==> src/hw/rtl/ajb_pkg.sv <==
// Package for the audio jitter buffer: sizes, command codes and the
// control and status structs passed between the top level and the slot table.
// No dependencies.
`timescale 1ns / 1ps

package ajb_pkg;

  localparam int SLOTS     = 8;
  localparam int FRAME_LEN = 1024;
  localparam int NPHYS     = SLOTS + 1;
  localparam int DEPTH     = NPHYS * FRAME_LEN;

  localparam int IDX_W  = (NPHYS > 1) ? $clog2(NPHYS) : 1;
  localparam int CNT_W  = $clog2(FRAME_LEN + 1);
  localparam int HC_W   = $clog2(NPHYS + 1);
  localparam int ADDR_W = $clog2(DEPTH);
  localparam int SEQ_W  = 32;
  localparam int SMP_W  = 16;

  localparam logic CMD_WRITE = 1'b0;
  localparam logic CMD_READ  = 1'b1;

  typedef struct packed {
    logic             scan_start;
    logic             clr_en;
    logic [IDX_W-1:0] clr_idx;
    logic             wr_en;
    logic [IDX_W-1:0] wr_idx;
    logic [SEQ_W-1:0] wr_seq;
    logic [CNT_W-1:0] wr_len;
  } slot_cmd_t;

  typedef struct packed {
    logic             done;
    logic             found;
    logic [IDX_W-1:0] best_idx;
    logic [SEQ_W-1:0] best_seq;
    logic [CNT_W-1:0] best_len;
    logic [NPHYS-1:0] held;
  } slot_stat_t;

  function automatic logic [ADDR_W-1:0] sample_addr(input logic [IDX_W-1:0] slot,
                                                    input logic [CNT_W-1:0] pos);
    sample_addr = ADDR_W'(slot) * ADDR_W'(FRAME_LEN) + ADDR_W'(pos);
  endfunction

endpackage

==> src/hw/rtl/ajb_slot_table.sv <==
// Slot table: per-slot sequence and length memory, held flags and the
// sequential lowest-sequence scan over the held slots.
// Depends on ajb_pkg.
`timescale 1ns / 1ps

module ajb_slot_table (
  input  logic               clk_i,
  input  logic               rst_ni,
  input  ajb_pkg::slot_cmd_t cmd_i,
  output ajb_pkg::slot_stat_t stat_o
);
  import ajb_pkg::*;

  logic [SEQ_W+CNT_W-1:0] meta_mem_q [NPHYS];
  logic [SEQ_W+CNT_W-1:0] meta_rdata_q;

  logic [NPHYS-1:0] held_q;
  logic             active_q;
  logic [IDX_W-1:0] rd_idx_q;
  logic             cmp_valid_q;
  logic [IDX_W-1:0] cmp_idx_q;
  logic             done_q;
  logic             found_q;
  logic [IDX_W-1:0] best_idx_q;
  logic [SEQ_W-1:0] best_seq_q;
  logic [CNT_W-1:0] best_len_q;

  logic [SEQ_W-1:0] rd_seq;
  logic [CNT_W-1:0] rd_len;
  logic             take;
  logic             cmp_last;

  assign rd_seq   = meta_rdata_q[SEQ_W+CNT_W-1:CNT_W];
  assign rd_len   = meta_rdata_q[CNT_W-1:0];
  assign take     = cmp_valid_q && held_q[cmp_idx_q] && (!found_q || (rd_seq < best_seq_q));
  assign cmp_last = cmp_valid_q && (cmp_idx_q == IDX_W'(NPHYS - 1));

  always_ff @(posedge clk_i) begin
    if (cmd_i.wr_en) begin
      meta_mem_q[cmd_i.wr_idx] <= {cmd_i.wr_seq, cmd_i.wr_len};
    end
    if (active_q) begin
      meta_rdata_q <= meta_mem_q[rd_idx_q];
    end
  end

  always_ff @(posedge clk_i) begin
    if (take) begin
      best_idx_q <= cmp_idx_q;
      best_seq_q <= rd_seq;
      best_len_q <= rd_len;
    end
  end

  always_ff @(posedge clk_i or negedge rst_ni) begin
    if (!rst_ni) begin
      held_q      <= '0;
      active_q    <= 1'b0;
      rd_idx_q    <= '0;
      cmp_valid_q <= 1'b0;
      cmp_idx_q   <= '0;
      done_q      <= 1'b0;
      found_q     <= 1'b0;
    end else begin
      for (int i = 0; i < NPHYS; i++) begin
        if (cmd_i.clr_en && (cmd_i.clr_idx == IDX_W'(i))) begin
          held_q[i] <= 1'b0;
        end else if (cmd_i.wr_en && (cmd_i.wr_idx == IDX_W'(i))) begin
          held_q[i] <= 1'b1;
        end
      end
      cmp_valid_q <= active_q;
      cmp_idx_q   <= rd_idx_q;
      done_q      <= cmp_last;
      if (cmd_i.scan_start) begin
        active_q <= 1'b1;
        rd_idx_q <= '0;
        found_q  <= 1'b0;
      end else begin
        if (active_q) begin
          if (rd_idx_q == IDX_W'(NPHYS - 1)) begin
            active_q <= 1'b0;
          end else begin
            rd_idx_q <= rd_idx_q + 1'b1;
          end
        end
        if (take) begin
          found_q <= 1'b1;
        end
      end
    end
  end

  assign stat_o.done     = done_q;
  assign stat_o.found    = found_q;
  assign stat_o.best_idx = best_idx_q;
  assign stat_o.best_seq = best_seq_q;
  assign stat_o.best_len = best_len_q;
  assign stat_o.held     = held_q;

endmodule

==> config.mk <==
export PLATFORM = sky130hd
export DESIGN_NAME = ajb_slot_table
export DESIGN_NICKNAME = d
export VERILOG_FILES = /design/src/hw/rtl/ajb_pkg.sv /design/src/hw/rtl/ajb_slot_table.sv
export SDC_FILE = /design/constraint.sdc
export NUM_CORES = 1
export LEC_CHECK = 0
export BUFFER_PORTS_ARGS = -buffer_cell sky130_fd_sc_hd__buf_4
export CAP_MARGIN = 20
export CORE_ASPECT_RATIO = 1.4
export CORE_MARGIN = 2
export CORE_UTILIZATION = 55
export CTS_CLUSTER_DIAMETER = 120
export DETAILED_ROUTE_END_ITERATION = 16
export PLACE_DENSITY = 0.73
export RECOVER_POWER = 100
export SYNTH_ARGS = -nofsm -noshare
export SYNTH_HDL_FRONTEND = slang
export SYNTH_SLANG_ARGS = --single-unit
export TNS_END_PERCENT = 50
==> constraint.sdc <==
create_clock -name clk_i -period 6.1 [get_ports clk_i]
set_input_delay 0 -clock clk_i [delete_from_list [all_inputs] [get_ports clk_i]]
set_output_delay 0 -clock clk_i [all_outputs]
set_load 0.005 [all_outputs]
After elaboration in Yosys (flattened, before gate mapping). Memories as Yosys holds them, arrays and structs flattened. A register that Yosys moved wholly into a read port is not among the register bits. Index checks and enable logic that the tools add are counted.

Flip-flop bits (word level): 68. Memories kept: 1. Output and inout bits: 58. Bits in writable memories: 387. Input bits: 56.

Equality and inequality tests: 19. Reductions and logical operators: 37. Muxes and demuxes: 30. Add/subtract/negate cells: 1. $lt $le $gt $ge: 2.

Memories: meta_mem_q (words 9, width 43, rd ports 1, clocked after memory_dff 1, write ports 1, RTL line ajb_slot_table.sv:14) `logic [SEQ_W+CNT_W-1:0] meta_mem_q [NPHYS];`.

Operator list (count): == test 4 x 3 -> 1 bit (second input constant) (8); < comparator 32 bit (1); 2-to-1 mux 1 bit (26); nonzero test 2 bit (11); logical AND 1 bit (21); == test 4 x 2 -> 1 bit (second input constant) (4); == test 4 bit (second input constant) (4); 2-to-1 mux 4 bit (3); == test 4 x 1 -> 1 bit (second input constant) (2); zero test 4 bit (2); < comparator 4 x 5 -> 1 bit (second input constant) (1); adder 4 x 1 -> 4 bit (second input constant) (1); binary-select mux 1 bit (select 4 bit) (1); != test 2 bit (second input constant) (1); AND reduction 2 bit (1); zero test 1 bit (1); logical OR 1 bit (1).

Logic depth before layout (Yosys ltp).
Depth after elaboration: 6. Mapped depth: 10. Depth with buffers taken out: 8.

Worst setup path after synthesis. Ideal clock, no wire load.

Kind: reg-to-reg. Start point: register best_seq_q[2]. End point: register best_idx_q[0] (enable). Path slack: 1510 ps. Arrival time: 4110 ps. Cell stages (with the launch flop): 9. Buffers on the path: 0. Cell sequence: edfxtp_1 -> inv_1 -> ha_1 -> a211o_1 -> a31oi_1 -> o31ai_1 -> a211oi_1 -> o31ai_1 -> a31oi_1.

Cells in the longest elaborated chain, start to end: 3.

Ends and longest elaborated chain: from (decl) (RTL line ajb_slot_table.sv:25) `logic [SEQ_W-1:0] best_seq_q;`; from (signal assigned) (RTL line ajb_slot_table.sv:50) `best_seq_q <= rd_seq;`; < comparator 32 bit (RTL line ajb_slot_table.sv:35) `assign take = cmp_valid_q && held_q[cmp_idx_q] && (!found_q || (rd_seq < best_seq_q));`; logical OR 1 bit (RTL line ajb_slot_table.sv:35); logical AND 1 bit (RTL line ajb_slot_table.sv:35); named net take (RTL line ajb_slot_table.sv:30) `logic take;`; to (signal assigned) (RTL line ajb_slot_table.sv:49) `best_idx_q <= cmp_idx_q;`; to (decl) (RTL line ajb_slot_table.sv:24) `logic [IDX_W-1:0] best_idx_q;`.

The timed path passes the listed nets, and every way through them passes these cells. A chain may end at the register's enable or synchronous reset.

Final worst setup path.
Start point: register meta_rdata_q[13], read port of meta_mem_q. End point: register best_seq_q[1] (enable).

Cells in the longest elaborated chain, start to end: 3.

Ends and longest elaborated chain: from (decl) (RTL line ajb_slot_table.sv:15) `logic [SEQ_W+CNT_W-1:0] meta_rdata_q;`; < comparator 32 bit (RTL line ajb_slot_table.sv:35); logical OR 1 bit (RTL line ajb_slot_table.sv:35); logical AND 1 bit (RTL line ajb_slot_table.sv:35); named net take (RTL line ajb_slot_table.sv:30).

The timed path passes the listed nets, and every way through them passes these cells.

==> flow_metrics.env <==
export IMPL_whs_path_depth=3
export IMPL_endpoint_kind="flop"
export IMPL_netlist_top_cells_count="edfxtp_1, mux4_2, nand2_1"
export IMPL_clock_skew_ns=0.0108
export IMPL_async_reset_ff_frac=0.0422
export IMPL_peakVddDrop_mv=0.203
export IMPL_clkSinkCount=498
export IMPL_period_needed_ns=4.17
export IMPL_cts_htree_levels=2
export IMPL_critical_path_class="reg2reg"
export IMPL_final_cells=1594
export IMPL_grt_max_degree=59
export IMPL_hold_start="cmd_i[53]"
export IMPL_clock_latency_ns=0.55
export IMPL_die_w_um=161
export IMPL_clk_pin_slew_ns=0.07
export IMPL_placedCellCount=1462
export IMPL_place_gp_congestion=0.791
export IMPL_synth_nets=1008
export IMPL_fin_ws_ns=1.93
export IMPL_powerDensity_nw_per_um2=343
export IMPL_slew_headroom=-1.31
export IMPL_setup_violations=0
export IMPL_numCtsBuffers=43
export IMPL_ys_types=37
export IMPL_hold_viol_final=0
export IMPL_post_route_period_util=0.684
export IMPL_yosysWarnings=0
export IMPL_postCtsSetupBuffers=0
export IMPL_p_leak_uw=0.00722
export IMPL_worstSetupStartpointType="flop"
export IMPL_synth_edf_count=477
export IMPL_synth_seq_cells=498
export IMPL_grt_ovfl_total=0
export IMPL_grt_setup_unrepaired="no"
export IMPL_areaGrowthSynthToFinish_pct=15.9
export IMPL_r2r_end="best_seq_q[1]"
export IMPL_initial_utilization=0.557
export IMPL_portBuffers=113
export IMPL_fin_nets=1201
export IMPL_multiInputGateArea_um2=3830
export IMPL_drtIter0Drc=759
export IMPL_wl_per_cell_um=22.5
export IMPL_critPathArrivalTime_ns=4.34
export IMPL_netlist_instances=919
export IMPL_synth_seq_area_share=0.783
export IMPL_slew_viol_final=598
export IMPL_violations="max-capacitance violations, max-slew violations"
export IMPL_antenna_found_initial=0
export IMPL_grt_pass1_wl_um=55000
export IMPL_crit_fanout=24
export IMPL_via_count=9140
export IMPL_wl_um=35900
export IMPL_preCtsSetupSlack_ns=2.98
export IMPL_worstReg2RegStart="meta_rdata_q[13]"
export IMPL_cts_resized=0
export IMPL_dpl_hpwl_um=18800
export IMPL_drt_vias_per_instance=5.73
export IMPL_cts_max_path_buffers=3
export IMPL_ant_nets=0
export IMPL_antenna_cells=0
export IMPL_syn_avg_cell_area_um2=20.6
export IMPL_seq_area_um2=14900
export IMPL_ff2ff_setup_slack_ns=1.93
export IMPL_layout_drive_gt1_share=0.186
export IMPL_cap_violations=13
export IMPL_synth_main_ff_cell="edfxtp_1"
export IMPL_status="finished, violations left"
export IMPL_track_usage=0.204
export IMPL_drc=0
export IMPL_grt_pass1_vias=9564
export IMPL_required_ns=6.27
export IMPL_fillers=2301
export IMPL_syn_area_um2=19000
export IMPL_max_freq_mhz=240
export IMPL_die_h_um=224
export IMPL_die_area_um2=36000
export IMPL_hold_buffers=55
export IMPL_yosys_cell_count_top_type="edfxtp_1"
export IMPL_cts_root_buf="clkbuf_16"
export IMPL_synth_area_top_cells="edfxtp_1, mux4_2, dfrtp_1"
export IMPL_worstHoldPathType="in2reg"
export IMPL_drtPass1Iterations=4
export IMPL_yosysTopAreaCellShare=0.756
export IMPL_coreArea_um2=34000
export IMPL_hold_end="rd_idx_q[2]"
export IMPL_worst_pin_slew_ns=3.46
export IMPL_yosysTopAreaCell="edfxtp_1"
export IMPL_num_rows=80
export IMPL_cts_tree="yes"
export IMPL_ios=114
export IMPL_fin_tns_setup_ns=0
export IMPL_r2r_cells=9
==> layer usage <==
layer  vias up  global-route usage  wire (um)
li1       4090                   -          -
met1      4767               0.271      14800
met2       229               0.357      18800
met3        54              0.0300       1680
met4         0              0.0516        701
met5         -                   0          0
==> critical path, cell delays in order (launching register included) <==
cell and delay [ns]:
edfxtp_1 0.41, ha_1 0.32, a211o_1 0.31, a31oi_1 0.16
o31ai_1 0.14, a211oi_1 0.29, o31ai_1 0.11, a31oi_1 1.10
buf_12 0.29, clkbuf_1 0.65
==> worst max-delay path by stage <==
stage                     start             to  slack (ns)  cells after the start
3_3_place_gp      best_seq_q[2]  best_seq_q[4]        2.59                      9
6_report       meta_rdata_q[13]  best_seq_q[1]        1.93                      9
2_1_floorplan     best_seq_q[2]  best_idx_q[0]        1.51                      8
3_5_place_dp   meta_rdata_q[13]  best_seq_q[4]        2.98                      9
5_1_grt             rd_idx_q[0]    rd_idx_q[2]        1.62                      8
4_1_cts        meta_rdata_q[13]  best_seq_q[1]        2.96                      9
==> flip-flops by register name, summed over array words and instances (netlist names) <==
name and count:
active_q 1, rd_idx_q 4, best_len_q 11, found_q 1, cmp_idx_q 4, meta_mem_q 387, best_idx_q 4, cmp_valid_q 1
meta_rdata_q 43, done_q 1, best_seq_q 32, held_q 9
==> area by class of cell <==
cell class	instances	share of cell area
clock buffers	50	0.0502
inverters	37	0.00632
repair buffers	185	0.0583
well taps	451	0.0257
multi-input cells	347	0.174
flip-flops and latches	498	0.676
clock inverters	26	0.00940
==> kinds of logic after synthesis <==
kind of cell	Yosys count	synth area share
flops	498	0.783
mux	133	0.129
simple gates	97	0.0226
compound gates	81	0.0251
buf+inv	74	0.0168
fa+ha+maj	33	0.0218
xor+xnor	3	0.00139
==> cell usage in the layout (no fill, tap or decap), drive strengths merged, types with 8 or more instances in the layout <==
cell type	count
dfrtp	21
a21oi	12
buf	13
mux4	88
inv	41
edfxtp	477
dlygate4sd3	55
nor2	23
nand2	49
clkbuf	167
clkinv	19
mux2i	44
nand4	8
ha	33
o21ai	45
==> power by group <==
group	internal, uW	switching (uW)	total, uW
Clock	1420	1140	2560
Sequential	4020	135	4150
Combinational	405	411	816
Total	5850	1690	7530
==> stage by stage <==
step / utilization / instance area [um2] / total power (uW) / hold WS, ns
after floorplan: - / 19000 / 4640 / -0.296
after global placement: 0.599 / 20400 / 5020 / -0.105
after detailed placement: 0.600 / 20400 / 5070 / -0.0957
after CTS: 0.655 / 22300 / 7650 / 0.205
after global routing: 0.646 / 22000 / 7810 / 0.214
final: 0.646 / 22000 / 7530 / 0.230
(Power assumes the default switching activity.)
